### config.mk
export PLATFORM = sky130hd
export DESIGN_NAME = ffa_ctrl
export DESIGN_NICKNAME = d
export VERILOG_FILES = /design/src/sv/ffa_pkg.sv /design/src/sv/ffa_ctrl.sv
export SDC_FILE = /design/constraint.sdc
export NUM_CORES = 1
export LEC_CHECK = 0
export BUFFER_PORTS_ARGS = -buffer_cell sky130_fd_sc_hd__buf_2
export CELL_PAD_IN_SITES_DETAIL_PLACEMENT = 1
export CELL_PAD_IN_SITES_GLOBAL_PLACEMENT = 1
export CORE_ASPECT_RATIO = 0.75
export CORE_MARGIN = 2
export CORE_UTILIZATION = 39
export CTS_BUF_LIST = sky130_fd_sc_hd__clkbuf_4
export DETAILED_ROUTE_END_ITERATION = 10
export GPL_TIMING_DRIVEN = 0
export PLACE_DENSITY = 0.86
export SYNTH_ARGS = -nofsm -noshare
export SYNTH_HDL_FRONTEND = slang
export SYNTH_SLANG_ARGS = --single-unit
### constraint.sdc
create_clock -name clk -period 3.8 [get_ports clk]
set_input_delay 0.38 -clock clk [delete_from_list [all_inputs] [get_ports clk]]
set_output_delay 0.38 -clock clk [all_outputs]
set_load 0.05 [all_outputs]
### src/sv/ffa_pkg.sv
// Shared constants, handshake codes and controller/datapath bundles for the
// first-fit free-list allocator. No dependencies.
`default_nettype none
package ffa_pkg;

    localparam int ARENA_UNITS      = 4096;
    localparam int UNIT_BYTES       = 8;
    localparam int UNIT_SHIFT       = $clog2(UNIT_BYTES);
    localparam int AW               = $clog2(ARENA_UNITS);
    localparam int MIN_EXPAND_RESET = 511;
    localparam int WALK_LIMIT       = 2 * ARENA_UNITS + 4;
    localparam int SW               = $clog2(WALK_LIMIT + 1);

    localparam logic [1:0] ST_DONE    = 2'd0;
    localparam logic [1:0] ST_OOM     = 2'd1;
    localparam logic [1:0] ST_IGNORED = 2'd2;

    localparam logic REQ_ALLOC = 1'b0;
    localparam logic REQ_FREE  = 1'b1;

    localparam logic [4:0] OP_NOP     = 5'd0;
    localparam logic [4:0] OP_LOAD    = 5'd1;
    localparam logic [4:0] OP_SETUP   = 5'd2;
    localparam logic [4:0] OP_A_START = 5'd3;
    localparam logic [4:0] OP_A_LINK  = 5'd4;
    localparam logic [4:0] OP_A_RD    = 5'd5;
    localparam logic [4:0] OP_A_EV    = 5'd6;
    localparam logic [4:0] OP_A_SPLIT = 5'd7;
    localparam logic [4:0] OP_G_CHK   = 5'd8;
    localparam logic [4:0] OP_I_START = 5'd9;
    localparam logic [4:0] OP_I_EV    = 5'd10;
    localparam logic [4:0] OP_I_R1    = 5'd11;
    localparam logic [4:0] OP_I_R2    = 5'd12;
    localparam logic [4:0] OP_I_W1    = 5'd13;
    localparam logic [4:0] OP_I_W2    = 5'd14;
    localparam logic [4:0] OP_A_GRD   = 5'd15;
    localparam logic [4:0] OP_PUSH    = 5'd16;

    typedef struct packed {
        logic [4:0] op;
        logic [1:0] st;
    } cmd_t;

    typedef struct packed {
        logic req_free;
        logic zero_bytes;
        logic free_bad;
        logic fit;
        logic exact;
        logic p_eq_rover;
        logic steps_over;
        logic grow_fail;
        logic ins_cont;
        logic isteps_over;
        logic out_free;
    } sts_t;

endpackage
`default_nettype wire

### src/sv/ffa_ctrl.sv
// Allocator sequencer: walks the allocate, grow and insert steps and issues
// one datapath command per cycle. Uses ffa_pkg.
`default_nettype none
module ffa_ctrl (
    input  wire logic          clk,
    input  wire logic          rst_n,
    input  wire logic          in_valid,
    output logic               in_ready,
    input  wire ffa_pkg::sts_t sts,
    output ffa_pkg::cmd_t      cmd
);
    localparam logic [3:0] S_IDLE    = 4'd0;
    localparam logic [3:0] S_SETUP   = 4'd1;
    localparam logic [3:0] S_A_START = 4'd2;
    localparam logic [3:0] S_A_LINK  = 4'd3;
    localparam logic [3:0] S_A_RD    = 4'd4;
    localparam logic [3:0] S_A_EV    = 4'd5;
    localparam logic [3:0] S_A_SPLIT = 4'd6;
    localparam logic [3:0] S_G_CHK   = 4'd7;
    localparam logic [3:0] S_I_START = 4'd8;
    localparam logic [3:0] S_I_EV    = 4'd9;
    localparam logic [3:0] S_I_R1    = 4'd10;
    localparam logic [3:0] S_I_R2    = 4'd11;
    localparam logic [3:0] S_I_W1    = 4'd12;
    localparam logic [3:0] S_I_W2    = 4'd13;
    localparam logic [3:0] S_A_GRD   = 4'd14;
    localparam logic [3:0] S_PUSH    = 4'd15;

    logic [3:0] state_reg, state_next;
    logic [1:0] st_reg, st_next;

    always_comb
    begin
        state_next = state_reg;
        st_next    = st_reg;
        in_ready   = 1'b0;
        cmd.op     = ffa_pkg::OP_NOP;
        cmd.st     = st_reg;
        unique case (state_reg)
            S_IDLE:
            begin
                in_ready = 1'b1;
                if (in_valid)
                begin
                    cmd.op     = ffa_pkg::OP_LOAD;
                    state_next = S_SETUP;
                end
            end
            S_SETUP:
            begin
                cmd.op = ffa_pkg::OP_SETUP;
                if (sts.req_free)
                begin
                    if (sts.free_bad)
                    begin
                        st_next    = ffa_pkg::ST_IGNORED;
                        state_next = S_PUSH;
                    end
                    else
                    begin
                        state_next = S_I_START;
                    end
                end
                else if (sts.zero_bytes)
                begin
                    st_next    = ffa_pkg::ST_IGNORED;
                    state_next = S_PUSH;
                end
                else
                begin
                    state_next = S_A_START;
                end
            end
            S_A_START:
            begin
                cmd.op     = ffa_pkg::OP_A_START;
                state_next = S_A_LINK;
            end
            S_A_LINK:
            begin
                cmd.op     = ffa_pkg::OP_A_LINK;
                state_next = S_A_RD;
            end
            S_A_RD:
            begin
                cmd.op     = ffa_pkg::OP_A_RD;
                state_next = S_A_EV;
            end
            S_A_EV:
            begin
                cmd.op = ffa_pkg::OP_A_EV;
                priority if (sts.fit && sts.exact)
                begin
                    st_next    = ffa_pkg::ST_DONE;
                    state_next = S_PUSH;
                end
                else if (sts.fit)
                begin
                    state_next = S_A_SPLIT;
                end
                else if (sts.p_eq_rover)
                begin
                    state_next = S_G_CHK;
                end
                else if (sts.steps_over)
                begin
                    st_next    = ffa_pkg::ST_OOM;
                    state_next = S_PUSH;
                end
                else
                begin
                    state_next = S_A_RD;
                end
            end
            S_A_SPLIT:
            begin
                cmd.op     = ffa_pkg::OP_A_SPLIT;
                st_next    = ffa_pkg::ST_DONE;
                state_next = S_PUSH;
            end
            S_G_CHK:
            begin
                cmd.op = ffa_pkg::OP_G_CHK;
                if (sts.grow_fail)
                begin
                    st_next    = ffa_pkg::ST_OOM;
                    state_next = S_PUSH;
                end
                else
                begin
                    state_next = S_I_START;
                end
            end
            S_I_START:
            begin
                cmd.op     = ffa_pkg::OP_I_START;
                state_next = S_I_EV;
            end
            S_I_EV:
            begin
                cmd.op = ffa_pkg::OP_I_EV;
                if (!sts.ins_cont)
                begin
                    state_next = S_I_R1;
                end
                else if (sts.isteps_over)
                begin
                    st_next    = sts.req_free ? ffa_pkg::ST_IGNORED : ffa_pkg::ST_OOM;
                    state_next = S_PUSH;
                end
            end
            S_I_R1:
            begin
                cmd.op     = ffa_pkg::OP_I_R1;
                state_next = S_I_R2;
            end
            S_I_R2:
            begin
                cmd.op     = ffa_pkg::OP_I_R2;
                state_next = S_I_W1;
            end
            S_I_W1:
            begin
                cmd.op     = ffa_pkg::OP_I_W1;
                state_next = S_I_W2;
            end
            S_I_W2:
            begin
                cmd.op = ffa_pkg::OP_I_W2;
                if (sts.req_free)
                begin
                    st_next    = ffa_pkg::ST_DONE;
                    state_next = S_PUSH;
                end
                else
                begin
                    state_next = S_A_GRD;
                end
            end
            S_A_GRD:
            begin
                cmd.op = ffa_pkg::OP_A_GRD;
                if (sts.steps_over)
                begin
                    st_next    = ffa_pkg::ST_OOM;
                    state_next = S_PUSH;
                end
                else
                begin
                    state_next = S_A_LINK;
                end
            end
            S_PUSH:
            begin
                if (sts.out_free)
                begin
                    cmd.op     = ffa_pkg::OP_PUSH;
                    state_next = S_IDLE;
                end
            end
            default:
            begin
                state_next = S_IDLE;
            end
        endcase
    end

    always_ff @(posedge clk or negedge rst_n)
    begin
        if (!rst_n)
        begin
            state_reg <= S_IDLE;
            st_reg    <= ffa_pkg::ST_DONE;
        end
        else
        begin
            state_reg <= state_next;
            st_reg    <= st_next;
        end
    end

endmodule
`default_nettype wire

* Word-level counts from Yosys, hierarchy flattened
Index checks and enable logic that the tools add are counted.
** Cells by class
- Equal/unequal tests :: 26
- Mux-type cells :: 32
- Reductions and logical operators :: 5
** Operators by type and width (count)
- $pmux W5 S16 :: 1
- $pmux W4 S16 :: 1
- $mux W4 :: 11
- $eq A4 B4 Y1 const B :: 8
- $mux W2 :: 12
- $eq A4 B3 Y1 const B :: 4
- $ne A3 B3 Y1 const B :: 5
- $pmux W2 S7 :: 1
- $ne A2 B2 Y1 const B :: 6
- $reduce_and A9 Y1 :: 1
- $eq A4 B2 Y1 const B :: 2
- $reduce_bool A7 Y1 :: 1
- $mux W3 :: 2
- $mux W5 :: 1
- $eq A4 B1 Y1 const B :: 1
- $logic_not A4 Y1 :: 1
- $mux W1 :: 3
- $reduce_and A3 Y1 :: 1
- $logic_and A1 B1 Y1 :: 1
** Storage, ports and cells
- Bits in registers :: 6
- Bits of input ports :: 14
- Output and inout port bits :: 8
- Word-level logic and storage cells :: 65

* Logic depth before layout (Yosys ltp)
Gate-level depths: netlist (run 1).
- Depth in word-level cells :: 5
- Gate-level depth with buffers :: 6
- Gate-level depth less buffers :: 4

* Worst setup path after synthesis (run 1)
No wires, ideal clock.
- Path type :: reg-to-reg
- Start :: reg state_reg[3]
- End :: reg state_reg[2]
- Library setup time :: 122 ps
- Arrival :: 2676 ps
- Required time :: 3678 ps
- Setup slack :: 1002 ps
- Cell stages (with the launch flop) :: 6
- Path buffers :: 2
- Clock period less this slack :: 2798 ps
- Cell sequence :: dfrtp_1 -> buf_2 -> buf_1 -> nor4_1 -> nor2_1 -> o22a_1
** Between the ends
- Longest elaborated chain between the ends :: 3
- Elaborated cells between the ends (all ways) :: 21
- Those cells by class :: eq/ne: 18; mux: 1; reduce/logical: 2
** Ends and longest elaborated chain
- start, declared :: line ffa_ctrl.sv:29 : logic [3:0] state_reg, state_next;
- start signal, assigned :: line ffa_ctrl.sv:217 : state_reg <= state_next;
- $eq A4 B4 Y1 or $logic_not A4 Y1 (tied branches) :: line ffa_ctrl.sv:39 : unique case (state_reg)
- $ne A3 B3 Y1 (no line) or $ne A2 B2 Y1 (tied branches)
- $reduce_and A3 Y1 (no line)
Parallel ways exist; a longest one is shown, timed or not.
A chain may end at the register's enable or synchronous reset.

==> results of run 1 <==
power breakdown:
part	internal [mW]	switching, mW
sequential	0.0977	0.0313
clock	0.0355	0.0191
combinational	0.229	0.489
total	0.362	0.539
worst paths after layout:
kind / startpoint / to / slack, ns / cells after the start
worst max-delay path: state_reg[2] / cmd[5] / 1.32 / 5
worst min-delay path: rst_n / state_reg[1] / 0.50 / 2
worst max register to register: state_reg[1] / st_reg[0] / 1.86 / 5
worst min register to register: st_reg[1] / st_reg[1] / 0.61 / 2
max in group asynchronous: rst_n / state_reg[3] / 3.17 / 2
min in group clk: in_valid / state_reg[0] / 0.50 / 4
metrics by stage:
stage          cell area, um2  worst slack (ns)
2_1_floorplan           716.9             1.002
3_3_place_gp            849.6             1.684
3_5_place_dp            849.6             1.608
4_1_cts                 882.1             1.341
5_1_grt                 882.1             1.171
6_report                882.1             1.318
kinds of logic (layout without fill, tap and decap cells):
family	count (synthesis)	after routing	share of synthesized area
and+or+nand+nor	42	42	0.3421
buffers and inverters	12	37	0.06457
xor gates and xnor gates	2	2	0.02444
AOI/OAI and AO/OA	36	36	0.3456
DFF	6	6	0.2094
muxes	1	1	0.01396
critical path: stages (launching register included):
cell and delay, ns:
dfrtp_1 0.42, clkbuf_1 0.42, clkbuf_1 0.43, nand3_1 0.15
xnor2_1 0.16, buf_2 0.28
layout make-up:
cell class / instances / area (um2)
plain buffers: 8 / 31.28
clock buffers: 3 / 22.52
fillers: 234 / 842.1
inverters: 4 / 15.01
multi-input cells: 81 / 520.5
flip-flops and latches: 6 / 150.1
well taps: 22 / 27.53
repair buffers: 22 / 115.1
cells in the final DEF, fill, tap and decap left out, types with 2 or more instances in the layout:
master | Yosys | routed
nor2_1 | 8 | 8
clkbuf_1 | 5 | 5
buf_1 | 2 | 2
nand2b_1 | 2 | 2
nand2_1 | 7 | 7
o21ai_0 | 9 | 9
nand3b_1 | 2 | 2
nor4_1 | 2 | 2
o31ai_1 | 2 | 2
a211o_1 | 2 | 2
a21oi_1 | 6 | 6
nor3_1 | 2 | 2
o21a_1 | 2 | 2
and2_1 | 2 | 2
xnor2_1 | 2 | 2
a32oi_1 | 3 | 3
dfrtp_1 | 6 | 6
clkbuf_4 | 0 | 3
o22ai_1 | 2 | 2
inv_1 | 3 | 3
buf_2 | 1 | 22
nor2b_1 | 7 | 7
per-layer routing:
| layer | global-route usage | vias to the layer above | share of wire |
|---|---|---|---|
| met5 | 0 | - | 0 |
| met2 | 0.4074 | 31 | 0.47 |
| li1 | - | 423 | - |
| met4 | 0.1218 | 0 | 0.0083 |
| met1 | 0.3500 | 434 | 0.47 |
| met3 | 0.04380 | 2 | 0.057 |
==> summary.txt, run 1 <==
Worst setup path
  – CP Data Arrival Time: 2.10 ns
  – Crit start category: flip-flop
  – Worst EP required: about 3.4 ns
  – Crit. End Element: output pin
  – Critical path class: reg2out
  – CP Max Fanout: 10

Clocking
  – Setup Fix Bufs, Post-CTS: 0
  – Clk_lat worst skew: 0.23 ns
  – CTS tree: done
  – Clock buffer depth: 2
  – Sink Count: 6
  – # hold bufs at CTS: 1
  – CTS resizes: 0
  – Clock root buffer: clkbuf_4
  – CTS clk-pin slew, worst paths: ~0.040 ns
  – Total CTS buffers: 3
  – # H-tree levels: 1

Die
  – Initial Util: 0.4158
  – DIE HEIGHT: between 40 and 50 um
  – Die X: about 54 um
  – Die area: roughly 0.0022 mm2
  – # IOs: 22
  – Core outline area: between 0.0015 and 0.002 mm2
  – Cell Rows: 13

Logic synthesis
  – Sequential fraction of the synthesis area: 0.2094
  – Ys async rst share: 1.000
  – Largest cells by area after synthesis: dfrtp_1 21%, o21ai_0 6.3%, nor2b_1 6.1%
  – Synthesized flop and latch total: 6
  – Post-Syn Instances: 99
  – Cell taking the most area after synthesis: dfrtp_1
  – Cell Area, Synth: roughly 720 um2
  – Post-synth top cells: 9 x o21ai_0, 8 x nor2_1, 7 x nand2_1, 7 x nor2b_1
  – Top-area cell type share of the netlist area: 0.2094
  – Syn Nets: roughly 110
  – Avg Cell Area, Syn: ~7.2 um2
  – Ys flop type: dfrtp_1
  – EDFF count, synth: 0
  – Synth unique cells: between 40 and 50
  – Most frequent cell after synthesis: o21ai_0
  – Syn. warnings: 0

Run
  – # Max-Cap Violations: 0

STA
  – Setup Viol. Count Final: 0
  – Fin Setup TNS: 0 ns
  – Clk_skew: around 0.0007 ns
  – Least-Margin Pin Slew: slightly below 0.5 ns
  – Period utilization: 0.6533
  – Hold WS: 0.5004 ns
  – Max Transition Viols Final: 0
  – Rel. slew slack: 0.6711
  – RSZ-0062 raised after global routing: false
  – Post-route minimum period: 2.482 ns
  – F_max: ~0.4 GHz
  – Final hold vios: 0

Power and ir drop
  – Leak: ~0.37 nW
  – Tot Pwr: roughly 0.9 mW
  – Pwr per Cell Area: between 1000 and 1500 mW/mm2
  – Peak supply drop: just under 0.5 mV

Drt
  – DRT antenna net count: 0
  – Post-detailed-route wirelength per cell: roughly 17 um
  – Initial DRC Count: 14
  – Via count: around 900
  – Residual DRC: 0
  – DR pass1 iterations: 4
  – Routed vias/inst: ~6
  – Final WL: around 2500 um

Placed design
  – I/O Buffers: 21
  – DP HPWL: a little under 2000 um
  – Placer Congestion: roughly 0.88
  – Placed instance count: approximately 140

Layout
  – Diode count: 0
  – Finished Layout Cells: about 150
  – Final core utilization: 0.5116
  – Layout Nets: 140
  – Area growth syn-to-layout: 23.04%
  – Share of cells above drive strength 1: 0.2177
  – Max reg flops: 4

Global routing
  – GRT Overall Usage: 0.2592
  – Largest net degree at the start of global routing: 11
  – Total gr overflow: 0
  – Vias in the first global route: about 830
  – First-pass GRT wire length: between 3000 and 4000 um
  – Initial antenna violation count: 0

Status
  – Outcome: finished clean

Worst hold path
  – Worst Hold Class: in2async
No activity file was read; power rests on OpenSTA's default activity.
==> run 2, diff against run 1 <==
- CORE_UTILIZATION: 39 -> 36
- PLACE_DENSITY: 0.86 -> 0.81
- clock period: 3.8 -> 2.5 ns (I/O delays scaled with it)
==> run 2 against run 1 <==
- clock power increased by 54%
- power increased by 51%
- utilization decreased by 2.0 points
- routed wire length decreased by 5.4%
- first-iteration DRC count increased by 110%
- die area increased by 7.6%
- count of clock-buffer cells in the layout unchanged
- largest cell class unchanged
- final cell count unchanged
- worst setup slack got worse by 1.2 ns
- critical path depth unchanged
- sequential share of layout area decreased by 0.12 points
==> summary.txt, run 2 (synthesis gave the netlist of run 1 again) <==
Drt
  – Post-detailed-route wirelength per cell: 16.39 um (was 17.32 um)
  – Top Metal Used: met4 (unchanged)
  – Final WL: 2393 um (was 2529 um)
  – Met1 wire length: 1173 um (was 1185 um)
  – Routed vias/inst: 5.932 (was 6.096)
  – Met3 WL post-DR: 162 um (was 145 um)
  – DRT antenna net count: 0 (unchanged)
  – Via count: 866 (was 890)
  – Met2 WL post-DR: 1048 um (was 1177 um)
  – Initial DRC Count: 30 (was 14)
  – Residual DRC: 0 (unchanged)
  – DR pass1 iterations: 4 (unchanged)

Worst hold path
  – Hold Startpoint: in_valid
  – Worst Hold Class: in2reg (was in2async)

Placed design
  – Placer Congestion: 0.8877 (was 0.8756)
  – Placed instance count: 142 (unchanged)
  – Placed cell area: 855.8 um2 (was 849.6 um2)
  – I/O Buffers: 21 (unchanged)
  – DP HPWL: 1904 um (was 1972 um)

Worst setup path
  – Slowest cell delay on critical path: 0.44 ns (was 0.43 ns)
  – Worst EP required: 2.25 ns (was 3.42 ns)
  – CP Max Fanout: 10 (unchanged)
  – Reg-to-Reg End: st_reg[0] (unchanged)
  – Crit. Startpoint: state_reg[2] (unchanged)
  – Crit path to: cmd[5] (unchanged)
  – Most used cell along the critical path: clkbuf_1 (unchanged)
  – Reg-to-reg startpoint: state_reg[1] (unchanged)
  – Slowest CP cell: dfrtp_1 (was clkbuf_1)
  – Crit start category: flip-flop (unchanged)
  – Reg-to-reg setup timing slack: 0.60 ns (was 1.86 ns)
  – Crit-path cells: clkbuf_1 -> clkbuf_1 -> nand3_1 -> xnor2_1 -> buf_2 (unchanged)
  – Worst r2r path cells: 5 (unchanged)
  – Crit. End Element: output pin (unchanged)
  – Critical path class: reg2out (unchanged)
  – CP Data Arrival Time: 2.09 ns (was 2.10 ns)

Layout
  – Finished Layout Cells: 146 (unchanged)
  – Share of cells above drive strength 1: 0.2258 (was 0.2177)
  – Commonest cells after routing, fill and taps aside: 22 x buf_2, 9 x o21ai_0, 8 x nor2_1, 7 x nand2_1, 7 x nor2b_1 (unchanged)
  – Diode count: 0 (unchanged)
  – Layout Nets: 140 (unchanged)
  – Final Cell Area: 888.4 um2 (was 882.1 um2)
  – Area growth syn-to-layout: 23.91% (was 23.04%)
  – Most common cell after layout, fill and taps aside: buf_2 (unchanged)
  – Max reg flops: 4 (unchanged)
  – Fillers: 255 (was 234)

Clocking
  – Clock root buffer: clkbuf_4 (unchanged)
  – Setup Fix Bufs, Post-CTS: 0 (unchanged)
  – Total CTS buffers: 3 (unchanged)
  – Sink Count: 6 (unchanged)
  – CTS tree: done (unchanged)
  – Clk_lat worst skew: 0.24 ns (was 0.23 ns)
  – # H-tree levels: 1 (unchanged)
  – CTS clk-pin slew, worst paths: 0.04 ns (about the same)
  – Clock buffer depth: 2 (unchanged)

Global routing
  – Vias in the first global route: 847 (was 832)
  – Initial antenna violation count: 0 (unchanged)
  – GRT Overall Usage: 0.2118 (was 0.2592)
  – First-pass GRT wire length: 3933 um (was 3898 um)
  – Largest net degree at the start of global routing: 11 (unchanged)
  – Total gr overflow: 0 (unchanged)

Die
  – Die X: 55.53 um (was 53.51 um)
  – DIE HEIGHT: 42.65 um (was 41.13 um)
  – Cell Rows: 13 (unchanged)
  – Initial Util: 0.3971 (was 0.4158)
  – Die area: 0.002368 mm2 (was 0.002201 mm2)
  – # IOs: 22 (unchanged)
  – Core outline area: 0.001805 mm2 (was 0.001724 mm2)

Run
  – # Max-Cap Violations: 0 (unchanged)

STA
  – RSZ-0062 raised after global routing: false (unchanged)
  – Least-Margin Pin Slew: 0.4740 ns (was 0.4933 ns)
  – Rel. slew slack: 0.6840 (was 0.6711)
  – Max Transition Viols Final: 0 (unchanged)
  – Period utilization: 0.9376
  – F_max: ~0.43 GHz
  – Clk_skew: 0.003287 ns (was 0.0007107 ns)
  – Final hold vios: 0 (unchanged)
  – Fin Setup TNS: 0 ns (unchanged)
  – Setup Viol. Count Final: 0 (unchanged)
  – Post-route minimum period: 2.344 ns

Power and ir drop
  – Pwr per Cell Area: 1535 mW/mm2 (was 1022 mW/mm2)
  – Peak supply drop: 0.6365 mV (was 0.4807 mV)
  – Leak: 0.3742 nW (was 0.3739 nW)

Status
  – Outcome: finished clean (unchanged)
## run 2: changes by cell type in the layout (fill, tap and decap cells not counted)
cell    before  now
nor4_1       2    1
nor4_2       0    1
## run 2: final cells by class
class	count	area, um2	area share
multi-input combinational	81	526.8	0.5930
tap	22	27.53	0.03099
buffer	8	31.28	0.03521
timing repair buffer	22	115.1	0.1296
sequential	6	150.1	0.1690
clock buffer	3	22.52	0.02535
inverter	4	15.01	0.01690
## run 2: routing by layer
layer	vias up	GRT usage
li1	422	-
met1	410	0.3061
met2	32	0.3190
met3	2	0.03395
met4	0	0.06829
met5	-	0
## run 2: critical path, delay by kind of cell (launching register included)
kind	cells	cell delay (ns)
flip-flops	1	0.44
XOR/XNOR	1	0.15
buffers and inverters	3	1.10
AND/OR/NAND/NOR	1	0.17
## run 2: worst min-delay path by stage
stage | end | slack (ns) | cells after the start
after floorplan | st_reg[0] | -0.05 | 0
after global placement | state_reg[0] | 0.07 | 1
after detailed placement | state_reg[2] | 0.07 | 1
after CTS | state_reg[1] | 0.35 | 2
after global routing | state_reg[1] | 0.38 | 2
final | state_reg[0] | 0.36 | 4
## run 2: report_power, final
group | total, mW | switching [mW] | leakage, nW | internal (mW)
Sequential | 0.200 | 0.0515 | 0.0694 | 0.148
Combinational | 1.08 | 0.730 | 0.291 | 0.350
Clock | 0.0842 | 0.0303 | 0.0138 | 0.0540
## run 2: timing repair
action,in CTS,in global routing
hold buffers,1,0
endpoints found under the hold margin,6,0
endpoints found under the setup margin,0,0
gates resized for setup,0,0
## run 2: per-stage QoR
| stage | utilization | hold WS [ns] | total power [mW] | worst slack, ns |
|---|---|---|---|---|
| final | 0.4920 | 0.3630 | 1.364 | 0.1560 |
| after global placement | 0.4740 | 0.07060 | 1.249 | 0.4515 |
| after CTS | 0.4920 | 0.3461 | 1.361 | 0.1633 |
| after detailed placement | 0.4740 | 0.07294 | 1.271 | 0.4272 |
| after floorplan | - | -0.04559 | 1.010 | 0.3151 |
| after global routing | 0.4920 | 0.3843 | 1.465 | 0.02190 |
==> run 3, diff against run 2 <==
--- a/config.mk
+++ b/config.mk
@@ -6,5 +6,5 @@
 export NUM_CORES = 1
 export LEC_CHECK = 0
-export BUFFER_PORTS_ARGS = -buffer_cell sky130_fd_sc_hd__buf_2
+export BUFFER_PORTS_ARGS = -buffer_cell sky130_fd_sc_hd__buf_4
 export CELL_PAD_IN_SITES_DETAIL_PLACEMENT = 1
 export CELL_PAD_IN_SITES_GLOBAL_PLACEMENT = 1
==> constraint.sdc (replaced) <==
create_clock -name clk -period 2.5 [get_ports clk]
set_input_delay 0.5 -clock clk [delete_from_list [all_inputs] [get_ports clk]]
set_output_delay 0.5 -clock clk [all_outputs]
set_load 0.05 [all_outputs]
==> run 3 against run 2 <==
- count of clock-buffer cells in the layout is the same
- largest cell class unchanged
- die area unchanged
- worst hold slack worse by 0.30 ns
- critical endpoint unchanged
- maximum frequency grew 0.69%
- utilization increased by 2.4 points
- clock power shrank 2.5%
- non-clock buffer count fell by 2
- final cell count decreased by 1.4%
==> summary.txt, run 3 (synthesis gave the netlist of run 1 again) <==
Clocking
  – Clk_lat worst skew: 0.23 ns (was 0.24 ns)
  – Sink Count: 6 (unchanged)
  – Setup Fix Bufs, Post-CTS: 0 (unchanged)
  – Clock root buffer: clkbuf_4 (unchanged)
  – # hold bufs at CTS: 0 (was 1)
  – Clock buffer depth: 2 (unchanged)
  – Total CTS buffers: 3 (unchanged)
  – CTS tree: done (unchanged)
  – CTS clk-pin slew, worst paths: 0.04 ns (about the same)
  – # H-tree levels: 1 (unchanged)

Worst setup path
  – Slowest CP cell: dfrtp_1 (unchanged)
  – CP Max Fanout: 10 (unchanged)
  – Crit start category: flip-flop (unchanged)
  – Worst EP required: 2.00 ns (was 2.25 ns)
  – Critical path class: reg2out (unchanged)
  – CP Buf/Inv Count: 3 (unchanged)
  – Crit. End Element: output pin (unchanged)
  – Crit-path cells: clkbuf_1 -> clkbuf_2 -> nand3_1 -> xnor2_1 -> buf_4 (was clkbuf_1 -> clkbuf_1 -> nand3_1 -> xnor2_1 -> buf_2)
  – CP Data Arrival Time: 1.83 ns (was 2.09 ns)
  – Worst path top cell family by delay: buffers and inverters (unchanged)
  – Slowest cell delay on critical path: 0.44 ns (about the same)

STA
  – Period utilization: 0.9312 (was 0.9376)
  – F_max: 0.4296 GHz (was 0.4266 GHz)
  – Fin Setup TNS: 0 ns (unchanged)
  – Post-route minimum period: 2.328 ns (was 2.344 ns)
  – Rel. slew slack: 0.6816 (was 0.6840)
  – Clk_skew: 0.002541 ns (was 0.003287 ns)
  – Least-Margin Pin Slew: 0.4777 ns (was 0.4740 ns)
  – Max Transition Viols Final: 0 (unchanged)
  – Setup Viol. Count Final: 0 (unchanged)
  – RSZ-0062 raised after global routing: false (unchanged)
  – Final worst slack: 0.1720 ns (was 0.1560 ns)
  – Final hold vios: 0 (unchanged)

Die
  – Initial Util: 0.3971 (unchanged)
  – Die X: 55.53 um (unchanged)
  – Die area: 0.002368 mm2 (unchanged)
  – Core outline area: 0.001805 mm2 (unchanged)
  – Cell Rows: 13 (unchanged)
  – DIE HEIGHT: 42.65 um (unchanged)
  – # IOs: 22 (unchanged)

Drt
  – Final WL: 2312 um (was 2393 um)
  – DRT antenna net count: 0 (unchanged)
  – DR pass1 iterations: 4 (unchanged)
  – Post-detailed-route wirelength per cell: 16.06 um (was 16.39 um)
  – Routed vias/inst: 5.924 (was 5.932)
  – Initial DRC Count: 22 (was 30)
  – Residual DRC: 0 (unchanged)
  – Via count: 853 (was 866)

Layout
  – Commonest cells after routing, fill and taps aside: 21 x buf_4, 9 x o21ai_0, 8 x nor2_1, 7 x nand2_1, 7 x nor2b_1 (was 22 x buf_2, 9 x o21ai_0, 8 x nor2_1, 7 x nand2_1, 7 x nor2b_1)
  – Layout Nets: 138 (was 140)
  – Finished Layout Cells: 144 (was 146)
  – Most common cell after layout, fill and taps aside: buf_4 (was buf_2)
  – Diode count: 0 (unchanged)
  – Final core utilization: 0.5156 (was 0.4920)
  – Area growth syn-to-layout: 29.84% (was 23.91%)
  – Share of cells above drive strength 1: 0.2541 (was 0.2258)
  – Max reg flops: 4 (unchanged)

Placed design
  – Placer Congestion: 0.8793 (was 0.8877)
  – I/O Buffers: 21 (unchanged)
  – Placed instance count: 142 (unchanged)
  – Place WS: 0.2228 ns (was 0.4272 ns)
  – DP HPWL: 1856 um (was 1904 um)

Power and ir drop
  – Pwr per Cell Area: 1517 mW/mm2 (was 1535 mW/mm2)
  – Sw frac: 0.5746 (was 0.5953)
  – Peak supply drop: 0.7291 mV (was 0.6365 mV)
  – Internal Pwr Total: 0.6006 mW (was 0.5520 mW)
  – Sw Pwr: 0.8112 mW (was 0.8119 mW)
  – Tot Pwr: 1.412 mW (was 1.364 mW)
  – Seq pwr share: 0.157 (was 0.147)
  – Leak: 0.3935 nW (was 0.3742 nW)
  – Logic pwr share: 0.785 (was 0.792)
  – Clock share of power: 0.058 (was 0.062)

Global routing
  – First-pass GRT wire length: 3988 um (was 3933 um)
  – Vias in the first global route: 790 (was 847)
  – M1 GR Usage: 0.3476 (was 0.3061)
  – Largest net degree at the start of global routing: 11 (unchanged)
  – Initial antenna violation count: 0 (unchanged)
  – Global Route met3 Usage: 0.02469 (was 0.03395)
  – GR Layer Usage met2: 0.2857 (was 0.3190)
  – GRT busiest layer: met1 (was met2)
  – Total gr overflow: 0 (unchanged)
  – GRT Overall Usage: 0.2139 (was 0.2118)

Run
  – # Max-Cap Violations: 0 (unchanged)

Worst hold path
  – Worst Hold Class: in2async (was in2reg)

Status
  – Outcome: finished clean (unchanged)
-- run 3: cell count changes in the layout (fill, tap and decap cells not counted), sizes merged --
cell and change:
buf -1, dlygate4sd3 -1
-- run 3: metrics by stage --
step           hold WS, ns  area (um2)
4_1_cts            0.05517       932.1
2_1_floorplan       0.2044       723.2
5_1_grt            0.05710       930.9
3_3_place_gp        0.3056       908.4
3_5_place_dp        0.3075       908.4
6_report           0.06022       930.9
-- run 3: path summary, 6_finish.rpt --
| path | start | endpoint | cells past startpoint | slack, ns |
|---|---|---|---|---|
| worst max register to register | state_reg[2] | st_reg[0] | 4 | 0.57 |
| worst min-delay path | rst_n | state_reg[0] | 1 | 0.06 |
| worst max-delay path | state_reg[0] | cmd[5] | 5 | 0.17 |
| min in group clk | in_valid | state_reg[0] | 4 | 0.61 |
| max in group asynchronous | rst_n | st_reg[0] | 1 | 2.33 |
| worst min register to register | st_reg[1] | st_reg[1] | 2 | 0.65 |
-- run 3: metal layers --
layer / wire, um / up-vias
met1: 1227 / 407
met3: 66 / 0
li1: - / 421
met4: 0 / 0
met5: 0 / -
met2: 1018 / 25
-- run 3: worst register-to-register path, stage by stage (launching register included) --
cell	delay [ns]
dfrtp_1	0.62
nor2b_1	0.13
a221o_1	0.38
a211o_1	0.34
o311a_1	0.35
-- run 3: power groups by stage --
stage / logic (mW) / registers, mW / clock network, mW
after global routing: 1.19 / 0.237 / 0.0914
after global placement: 1.11 / 0.197 / 0
after detailed placement: 1.12 / 0.201 / 0
final: 1.11 / 0.221 / 0.0821
after CTS: 1.13 / 0.200 / 0.0861
after floorplan: 0.782 / 0.228 / 0
-- run 3: timing repair --
action / in CTS / in global routing
gates cloned: 0 / 0
resized for setup: 1 / 3
setup endpoints to repair: 1 / 2
-- run 3: layout make-up --
| class | instances | area [um2] |
|---|---|---|
| Buffer | 7 | 31.28 |
| Clock buffer | 3 | 22.52 |
| Fill cell | 240 | 874.6 |
| Inverter | 4 | 15.01 |
| Multi-Input combinational cell | 81 | 526.8 |
| Sequential cell | 6 | 150.1 |
| Tap cell | 22 | 27.53 |
| Timing Repair Buffer | 21 | 157.7 |
